**config.mk**
```make
export PLATFORM = sky130hd
export DESIGN_NAME = sensor_packet_deframer
export DESIGN_NICKNAME = d
export VERILOG_FILES = /design/src/rtl/spd_pkg.sv /design/src/rtl/sensor_packet_deframer.sv /design/src/rtl/spd_core.sv
export SDC_FILE = /design/constraint.sdc
export NUM_CORES = 1
export LEC_CHECK = 0
export BUFFER_PORTS_ARGS = -buffer_cell sky130_fd_sc_hd__buf_2
export CORE_MARGIN = 10
export CORE_UTILIZATION = 55
export CTS_CLUSTER_DIAMETER = 100
export DETAILED_ROUTE_END_ITERATION = 8
export GPL_TIMING_DRIVEN = 0
export PLACE_DENSITY = 0.78
export RECOVER_POWER = 100
export SYNTH_ARGS = -nofsm -noshare
export SYNTH_HDL_FRONTEND = slang
export SYNTH_SLANG_ARGS = --single-unit
```
**constraint.sdc**
```tcl
create_clock -name clk -period 5.77 [get_ports clk]
set_input_delay 1.154 -clock clk [delete_from_list [all_inputs] [get_ports clk]]
set_output_delay 1.154 -clock clk [all_outputs]
set_load 0.01 [all_outputs]
```
**src/rtl/spd_pkg.sv**
```systemverilog
// Shared types and constants for the sensor packet deframer.
// No dependencies; imported by the core, the top level and the checker.
package spd_pkg;

    localparam int unsigned CNT_W         = 3;
    localparam int unsigned IR_OUT_FIELDS = 6;

    localparam logic [7:0] HDR_GYRO   = 8'h47;  // 'G'
    localparam logic [7:0] HDR_IR     = 8'h49;  // 'I'
    localparam logic [7:0] HDR_REFLEX = 8'h52;  // 'R'

    typedef enum logic [1:0] {
        KIND_IDLE   = 2'd0,
        KIND_GYRO   = 2'd1,
        KIND_IR     = 2'd2,
        KIND_REFLEX = 2'd3
    } kind_t;

    typedef enum logic [1:0] {
        EV_NONE   = 2'd0,
        EV_GYRO   = 2'd1,
        EV_IR     = 2'd2,
        EV_REFLEX = 2'd3
    } event_t;

    typedef struct packed {
        event_t                                event_res;
        logic                                  send_reflex_request;
        logic signed [15:0]                    gyro_rate;
        logic [15:0]                           reflex_left;
        logic [15:0]                           reflex_right;
        logic [IR_OUT_FIELDS-1:0][7:0]         ir;
    } spd_result_t;

endpackage

```
**src/rtl/sensor_packet_deframer.sv**
```systemverilog
// Top level of the sensor packet deframer: stream handshake, input and result registers.
// Depends on spd_pkg and spd_core.
//
//  channel | dir | payload                                                  | accept
//  s_*     | in  | tdata[7:0] rx_byte                                       | s_tvalid & s_tready
//  m_*     | out | tdata gyro/reflex/ir bytes, tuser event and request flag | m_tvalid & m_tready
//
// One item per clock sustained while the m side is not stalled; an accepted item is loaded
// into the input register on accept, then into the result register on the next advance.
// rst_n clears the parser to idle, the core value registers to zero and both valid flags.
// A stalled m side holds the result; the input register still takes one more item,
// and s_tready drops only when both registers are full and m_tready is low.
module sensor_packet_deframer
    import spd_pkg::*;
#(
    parameter int unsigned IR_BYTES = 6
)
(
    input  logic        clk,
    input  logic        rst_n,
    input  logic        s_tvalid,
    output logic        s_tready,
    input  logic [7:0]  s_tdata,   // [7:0] rx_byte
    output logic        m_tvalid,
    input  logic        m_tready,
    output logic [95:0] m_tdata,   // gyro_rate, reflex_left, reflex_right, ir_0 .. ir_5
    output logic [2:0]  m_tuser    // [1:0] event_res, [2] send_reflex_request
);

    logic        in_valid_reg;
    logic [7:0]  in_byte_reg;
    logic        out_valid_reg;
    spd_result_t out_reg;
    spd_result_t result;
    logic        advance;

    assign advance  = in_valid_reg && (!out_valid_reg || m_tready);
    assign s_tready = !in_valid_reg || advance;

    spd_core #(
        .IR_BYTES (IR_BYTES)
    ) u_core (
        .clk     (clk),
        .rst_n   (rst_n),
        .advance (advance),
        .rx_byte (in_byte_reg),
        .result  (result)
    );

    always_ff @(posedge clk or negedge rst_n)
    begin
        if (!rst_n)
        begin
            in_valid_reg  <= 1'b0;
            out_valid_reg <= 1'b0;
        end
        else
        begin
            if (s_tready)
                in_valid_reg <= s_tvalid;
            if (advance)
                out_valid_reg <= 1'b1;
            else if (m_tready)
                out_valid_reg <= 1'b0;
        end
    end

    always_ff @(posedge clk)
    begin
        if (s_tvalid && s_tready)
            in_byte_reg <= s_tdata;
        if (advance)
            out_reg <= result;
    end

    assign m_tvalid = out_valid_reg;
    assign m_tuser  = {out_reg.send_reflex_request, out_reg.event_res};
    assign m_tdata  = {out_reg.ir[5], out_reg.ir[4], out_reg.ir[3],
                       out_reg.ir[2], out_reg.ir[1], out_reg.ir[0],
                       out_reg.reflex_right, out_reg.reflex_left,
                       out_reg.gyro_rate};

endmodule

```
**src/rtl/spd_core.sv**
```systemverilog
// Packet parser state and register file of the sensor packet deframer.
// Depends on spd_pkg; the top level feeds it one byte per advance.
module spd_core
    import spd_pkg::*;
#(
    parameter int unsigned IR_BYTES = 6
)
(
    input  logic        clk,
    input  logic        rst_n,
    input  logic        advance,
    input  logic [7:0]  rx_byte,
    output spd_result_t result
);

    localparam logic [CNT_W:0] IR_COUNT = (CNT_W+1)'(IR_BYTES);

    kind_t                      kind_reg, kind_next;
    logic [CNT_W-1:0]           count_reg, count_next;
    logic [7:0]                 hold_reg, hold_next;
    logic [15:0]                gyro_reg, gyro_next;
    logic [15:0]                left_reg, left_next;
    logic [15:0]                right_reg, right_next;
    logic [IR_BYTES-1:0][7:0]   ir_reg, ir_next;
    event_t                     ev;
    logic                       req;
    logic [15:0]                gyro_word;

    assign gyro_word = {hold_reg, rx_byte};

    always_ff @(posedge clk or negedge rst_n)
    begin
        if (!rst_n)
        begin
            kind_reg  <= KIND_IDLE;
            count_reg <= '0;
            hold_reg  <= '0;
            gyro_reg  <= '0;
            left_reg  <= '0;
            right_reg <= '0;
            ir_reg    <= '0;
        end
        else if (advance)
        begin
            kind_reg  <= kind_next;
            count_reg <= count_next;
            hold_reg  <= hold_next;
            gyro_reg  <= gyro_next;
            left_reg  <= left_next;
            right_reg <= right_next;
            ir_reg    <= ir_next;
        end
    end

    always_comb
    begin
        kind_next  = kind_reg;
        count_next = count_reg;
        hold_next  = hold_reg;
        gyro_next  = gyro_reg;
        left_next  = left_reg;
        right_next = right_reg;
        ir_next    = ir_reg;
        ev         = EV_NONE;
        req        = 1'b0;

        unique case (kind_reg)
            KIND_GYRO:
            begin
                if (count_reg == '0)
                begin
                    hold_next  = rx_byte;
                    count_next = CNT_W'(1);
                end
                else
                begin
                    // a zero rate is reserved, report it as one
                    gyro_next  = (gyro_word == 16'd0) ? 16'd1 : gyro_word;
                    kind_next  = KIND_IDLE;
                    count_next = '0;
                    ev         = EV_GYRO;
                end
            end
            KIND_IR:
            begin
                for (int unsigned k = 0; k < IR_BYTES; k++)
                begin
                    if (count_reg == CNT_W'(k))
                        ir_next[k] = rx_byte;
                end
                if ({1'b0, count_reg} + (CNT_W+1)'(1) >= IR_COUNT)
                begin
                    kind_next  = KIND_IDLE;
                    count_next = '0;
                    ev         = EV_IR;
                    req        = 1'b1;
                end
                else
                begin
                    count_next = count_reg + CNT_W'(1);
                end
            end
            KIND_REFLEX:
            begin
                unique case (count_reg[1:0])
                    2'd0:    left_next  = {8'd0, rx_byte};
                    2'd1:    left_next  = {left_reg[7:0], rx_byte};
                    2'd2:    right_next = {8'd0, rx_byte};
                    default:
                    begin
                        right_next = {right_reg[7:0], rx_byte};
                        ev         = EV_REFLEX;
                    end
                endcase
                if (ev == EV_REFLEX)
                begin
                    kind_next  = KIND_IDLE;
                    count_next = '0;
                end
                else
                begin
                    count_next = count_reg + CNT_W'(1);
                end
            end
            default:
            begin
                hold_next  = '0;
                count_next = '0;
                priority if (rx_byte == HDR_GYRO)
                    kind_next = KIND_GYRO;
                else if (rx_byte == HDR_IR)
                    kind_next = KIND_IR;
                else if (rx_byte == HDR_REFLEX)
                    kind_next = KIND_REFLEX;
                else
                    kind_next = KIND_IDLE;
            end
        endcase
    end

    assign result.event_res           = ev;
    assign result.send_reflex_request = req;
    assign result.gyro_rate           = gyro_next;
    assign result.reflex_left         = left_next;
    assign result.reflex_right        = right_next;

    // slots past the configured IR length read as zero
    for (genvar g = 0; g < IR_OUT_FIELDS; g++)
    begin : g_ir_out
        if (g < IR_BYTES)
        begin : g_used
            assign result.ir[g] = ir_next[g];
        end
        else
        begin : g_unused
            assign result.ir[g] = 8'd0;
        end
    end

endmodule

```
# ---- Word-level counts from Yosys, hierarchy flattened
# Cells that the tools add are included.
dict set report word_totals {
  romBits 0
  wordCells 98
  mem_count 0
  regBits 218
  output_inout_bits 101
  mem_bits_rw 0
  latch_bits 0
  inputBits 12
}
dict set report op_classes {
  n_bitwise 1
  eq_ne 18
  mul 0
  reduce_logical 15
  n_shift 0
  div_mod_pow 0
  muxes 35
  n_lt_le_gt_ge 1
  n_addsub 2
}
# cell n
set op_table {}
lappend op_table {{$mux W16} 5}
lappend op_table {{$pmux W16 S2} 2}
lappend op_table {{$mux W8} 7}
lappend op_table {{$mux W48} 1}
lappend op_table {{$eq A8 B7 Y1 const B} 3}
lappend op_table {{$mux W2} 9}
lappend op_table {{$logic_not A16 Y1} 1}
lappend op_table {{$pmux W8 S2} 1}
lappend op_table {{$pmux W2 S3} 2}
lappend op_table {{$pmux W3 S3} 1}
lappend op_table {{$eq A2 B2 Y1 const B} 4}
lappend op_table {{$eq A3 B2 Y1 const B} 2}
lappend op_table {{$eq A3 B3 Y1 const B} 2}
lappend op_table {{$mux W3} 2}
lappend op_table {{$ne A2 B1 Y1 const B} 3}
lappend op_table {{$mux W1} 5}
lappend op_table {{$add A3 B1 Y4 const B} 1}
lappend op_table {{$eq A2 B1 Y1 const B} 2}
lappend op_table {{$ge A4 B3 Y1 const B} 1}
lappend op_table {{$reduce_and A4 Y1} 1}
lappend op_table {{$reduce_or A2 Y1} 2}
lappend op_table {{$add A3 B1 Y3 const B} 1}
lappend op_table {{$eq A3 B1 Y1 const B} 1}
lappend op_table {{$logic_not A3 Y1} 1}
lappend op_table {{9 further kinds} 12}

# ---- Longest topological paths before layout
dict set report logic_depth {
  ltp_word 7
  ltp_mapped 7
  ltp_nobuf 7
}

# ---- Hierarchy
# A second synthesis with hierarchy kept.
dict set report hier_totals {
  cells_unflattened 555
  area_unflattened_um2 8948.6
}
# module seq_area_each_um2 area_each_um2 cells_each n_inst
set by_module_without_submodules {}
lappend by_module_without_submodules {spd_core 2727.6 5631.7 440 1}
lappend by_module_without_submodules {sensor_packet_deframer 3263.1 3316.9 115 1}

# ---- Worst setup path after synthesis
# Ideal clock, no wire load.
dict set report synth_timing {
  path_kind {input port to flip-flop}
  start {input m_tready}
  end {register u_core.hold_reg[0]}
  setup_slack_ns 2.947
  path_buffers 1
  required_ns 5.649
  setup_time_ns 0.121
  arrival_time_ns 2.702
  path_stages 6
  cell_sequence {nand2b_2 > nand2_2 > inv_2 > buf_6 > nand3b_2 > a22o_1}
}
dict set report synth_between {
  elab_chain_cells 3
}
# item line
set synth_rtl {}
lappend synth_rtl {{from (decl)} sensor_packet_deframer.sv:25} ;# input logic m_tready,
lappend synth_rtl {{$logic_or A1 B1 Y1} sensor_packet_deframer.sv:37} ;# assign advance = in_valid_reg && (!out_valid_reg || m_tready);
lappend synth_rtl {{$logic_and A1 B1 Y1} sensor_packet_deframer.sv:37}
lappend synth_rtl {{via advance} sensor_packet_deframer.sv:35} ;# logic advance;
lappend synth_rtl {{$reduce_and A3 Y1 (no source line)} n/a}
lappend synth_rtl {{to (signal assigned)} spd_core.sv:47} ;# hold_reg <= hold_next;
lappend synth_rtl {{to (decl)} spd_core.sv:20} ;# logic [7:0] hold_reg, hold_next;
# The timed path passes the listed nets, and every way through them passes these cells.
# A chain may end at the register's enable or synchronous reset.

==> metrics.cfg <==
[floorplanning]
io-pin-count = 113
start_util_pct = 56.4
die_y_um = 148
die_area_um2 = 21900
die_w_um = 148
core_area_um2 = 16000
rows = 46

[route]
first_pass_iters = 5
drt-met1-wl_um = 8270
ant_nets = 0
drt_wl_total_um = 19900
drt-vias-per-instance = 5.75
wl_met2_um = 9770
remaining_drc_errors = 0
detailroute.via_count = 5417
dr.max_layer_used = met4
drt-initial-drc-count = 390
dr_wl_met3_um = 1320
wl_per_cell_um = 21.1

[timing]
final-hold-violation-count = 0
rsz0062_at_grt = false
setup_viol = 0
whs_ps = 492
max_freq_mhz = 281
skew_ps = 9.40
worst_pin_slew_ps = 3230
period_needed_ps = 3560
period_share_pct = 61.8
max_slew_margin_pct = -115
finalSetupTns_ps = 0
slew_violations = 57

[synthesis]
synth.top_cell.area_share_pct = 35.6
syn_area_um2 = 9020
synthDistinctLibCells = 53
synth_nets = 591
ys_seq_area_share_pct = 66.4
syn_inst = 573
yosys_warnings = 0
ys_top_cells_by_area = edfxtp_1 (36%), dfrtp_1 (31%), mux2_2 (14%)
yosys.area.top_type = edfxtp_1
ys_seq_elements = 218
synth_edf_count = 107
avgSynthCellArea_um2 = 15.7
postSynth.asyncResetShare_pct = 50.9
yosys_most_used_dff = dfrtp_1

[global_route]
grt_pass1_wl_um = 31500
grt_max_degree = 109
grtUsageTotal_pct = 17.8
antenna_found_initial = 0
grt_pass1_vias = 5620
gr-total-overflow = 0

[clock_network]
clk_latency_ps = 500
root_buffer = clkbuf_16
ctsHoldBuffers = 0
clockBufferDepth = 3
post_cts.repair.setup_buffers = 0
cts_tree = built
clock_sinks = 218
clkSlewWorstSetupHoldPaths_ps = 60
ctsHtreeMaxLevel = 1
cts_buffers = 22
ctsResizeCount = 0

[power]
p_per_area_nw_per_um2 = 350
leakagePower_uw = 0.00440
ir_drop_v = 0.000248

[place]
hpwlAfterDp_um = 13000
gp_congestion = 0.846
portBuffers = 112

[cells_and_area]
multi_input_area_um2 = 2640
register_area_um2 = 5990
layout_common_cells = clkbuf_1 (142), dfrtp_1 (111), edfxtp_1 (107)
n_antenna_cell = 0
fill_cells = 1272
synthToLayoutAreaGrowth_pct = 13.2
fin_nets = 728
layout_commonest_cell = clkbuf_1
drive_gt1_share_pct = 20.1
largest_reg_flops = 96

[setup_path]
crit_type = in2async
crit_path_cell_trace = clkbuf_1
crit_family = buffers and inverters
critPathMaxStageDelay_ps = 2220
required_ps = 5650
crit_path_max_fanout = 57
worstSetupEndpointType = async pin
critPathSlowestCell = clkbuf_1
startpoint_type = input pin
crit_buf_inv = 1
worst_ep_arrival_time_ps = 3440

[run_status]
status = finished with violations
violations = max-capacitance violations, max-slew violations

[min_path]
min_path_type = reg2reg

[run]
maxCapViolCount = 1

-- kinds of logic (layout without fill, tap and decap cells) --
family,Yosys count,count (layout),synth area share [%]
AOI/OAI and AO/OA,90,90,7.64
adders and majority gates,6,6,0.832
buffers and inverters,46,199,2.77
DFF,218,218,66.4
muxes,128,128,16.3
and+or+nand+nor,85,85,6.06
-- power by group --
part	total [uW]	leakage, uW	switching (uW)	internal [uW]
Clock	1320	0.000325	573	742
Sequential	1870	0.00260	69.7	1800
Combinational	387	0.00148	239	148
Total	3570	0.00440	881	2690
-- cells in the mapped netlist (2+ instances only) --
master	count
and3_1	3
buf_2	7
nor3_1	2
clkbuf_1	21
a22o_1	55
nand2b_1	5
o22ai_1	2
dfrtp_1	111
nand3_4	2
nand2_1	32
mux2_2	115
nor4_1	3
a22oi_1	2
inv_1	4
nand2b_4	3
buf_4	4
buf_6	7
ha_1	6
nor2_1	7
nor2b_1	4
mux2_4	7
and2_1	5
mux2_1	6
and4b_1	2
o21ai_0	21
nand2_4	4
edfxtp_1	107
-- metal layers --
| metal | up-vias | GRT usage, % |
|---|---|---|
| met5 | - | 0 |
| met4 | 0 | 5.60 |
| met3 | 37 | 4.37 |
| met2 | 195 | 29.4 |
| met1 | 2768 | 22.6 |
| li1 | 2417 | - |
-- worst paths after layout --
check                      cells past startpoint                        endpoint                           from  slack (ps)
max in group clk                               7    u_core.ir_reg[6]$_DFFE_PN0P_                       m_tready        2460
max reg2reg                                    6    u_core.ir_reg[6]$_DFFE_PN0P_           m_tvalid$_DFFE_PN0P_        2820
min in group asynchronous                      1   u_core.ir_reg[39]$_DFFE_PN0P_                          rst_n        1720
min                                            1   u_core.ir_reg[16]$_DFFE_PN0P_  u_core.ir_reg[16]$_DFFE_PN0P_         490
min reg2reg                                    1   u_core.ir_reg[16]$_DFFE_PN0P_  u_core.ir_reg[16]$_DFFE_PN0P_         490
max                                            1  u_core.left_reg[8]$_DFFE_PN0P_                          rst_n        2210
-- final cells by class --
cell class | count | area share (%)
multi-input cells | 309 | 25.8
clock buffers | 29 | 5.95
flip-flops and latches | 218 | 58.7
repair buffers | 113 | 4.48
plain buffers | 40 | 1.67
well taps | 216 | 2.65
inverters | 6 | 0.221
clock inverters | 11 | 0.551
-- through the flow --
step	total power (uW)	setup slack [ps]	cells	utilization [%]	area [um2]
6_report	3570	2210	942	63.8	10200
5_1_grt	3720	1730	942	63.8	10200
4_1_cts	3640	2900	942	65.9	10500
3_5_place_dp	2330	2380	902	61.8	9880
3_3_place_gp	2310	2340	901	61.6	9850
2_1_floorplan	2150	2950	573	-	9020
Note: power is estimated with default switching activity, not from simulation.
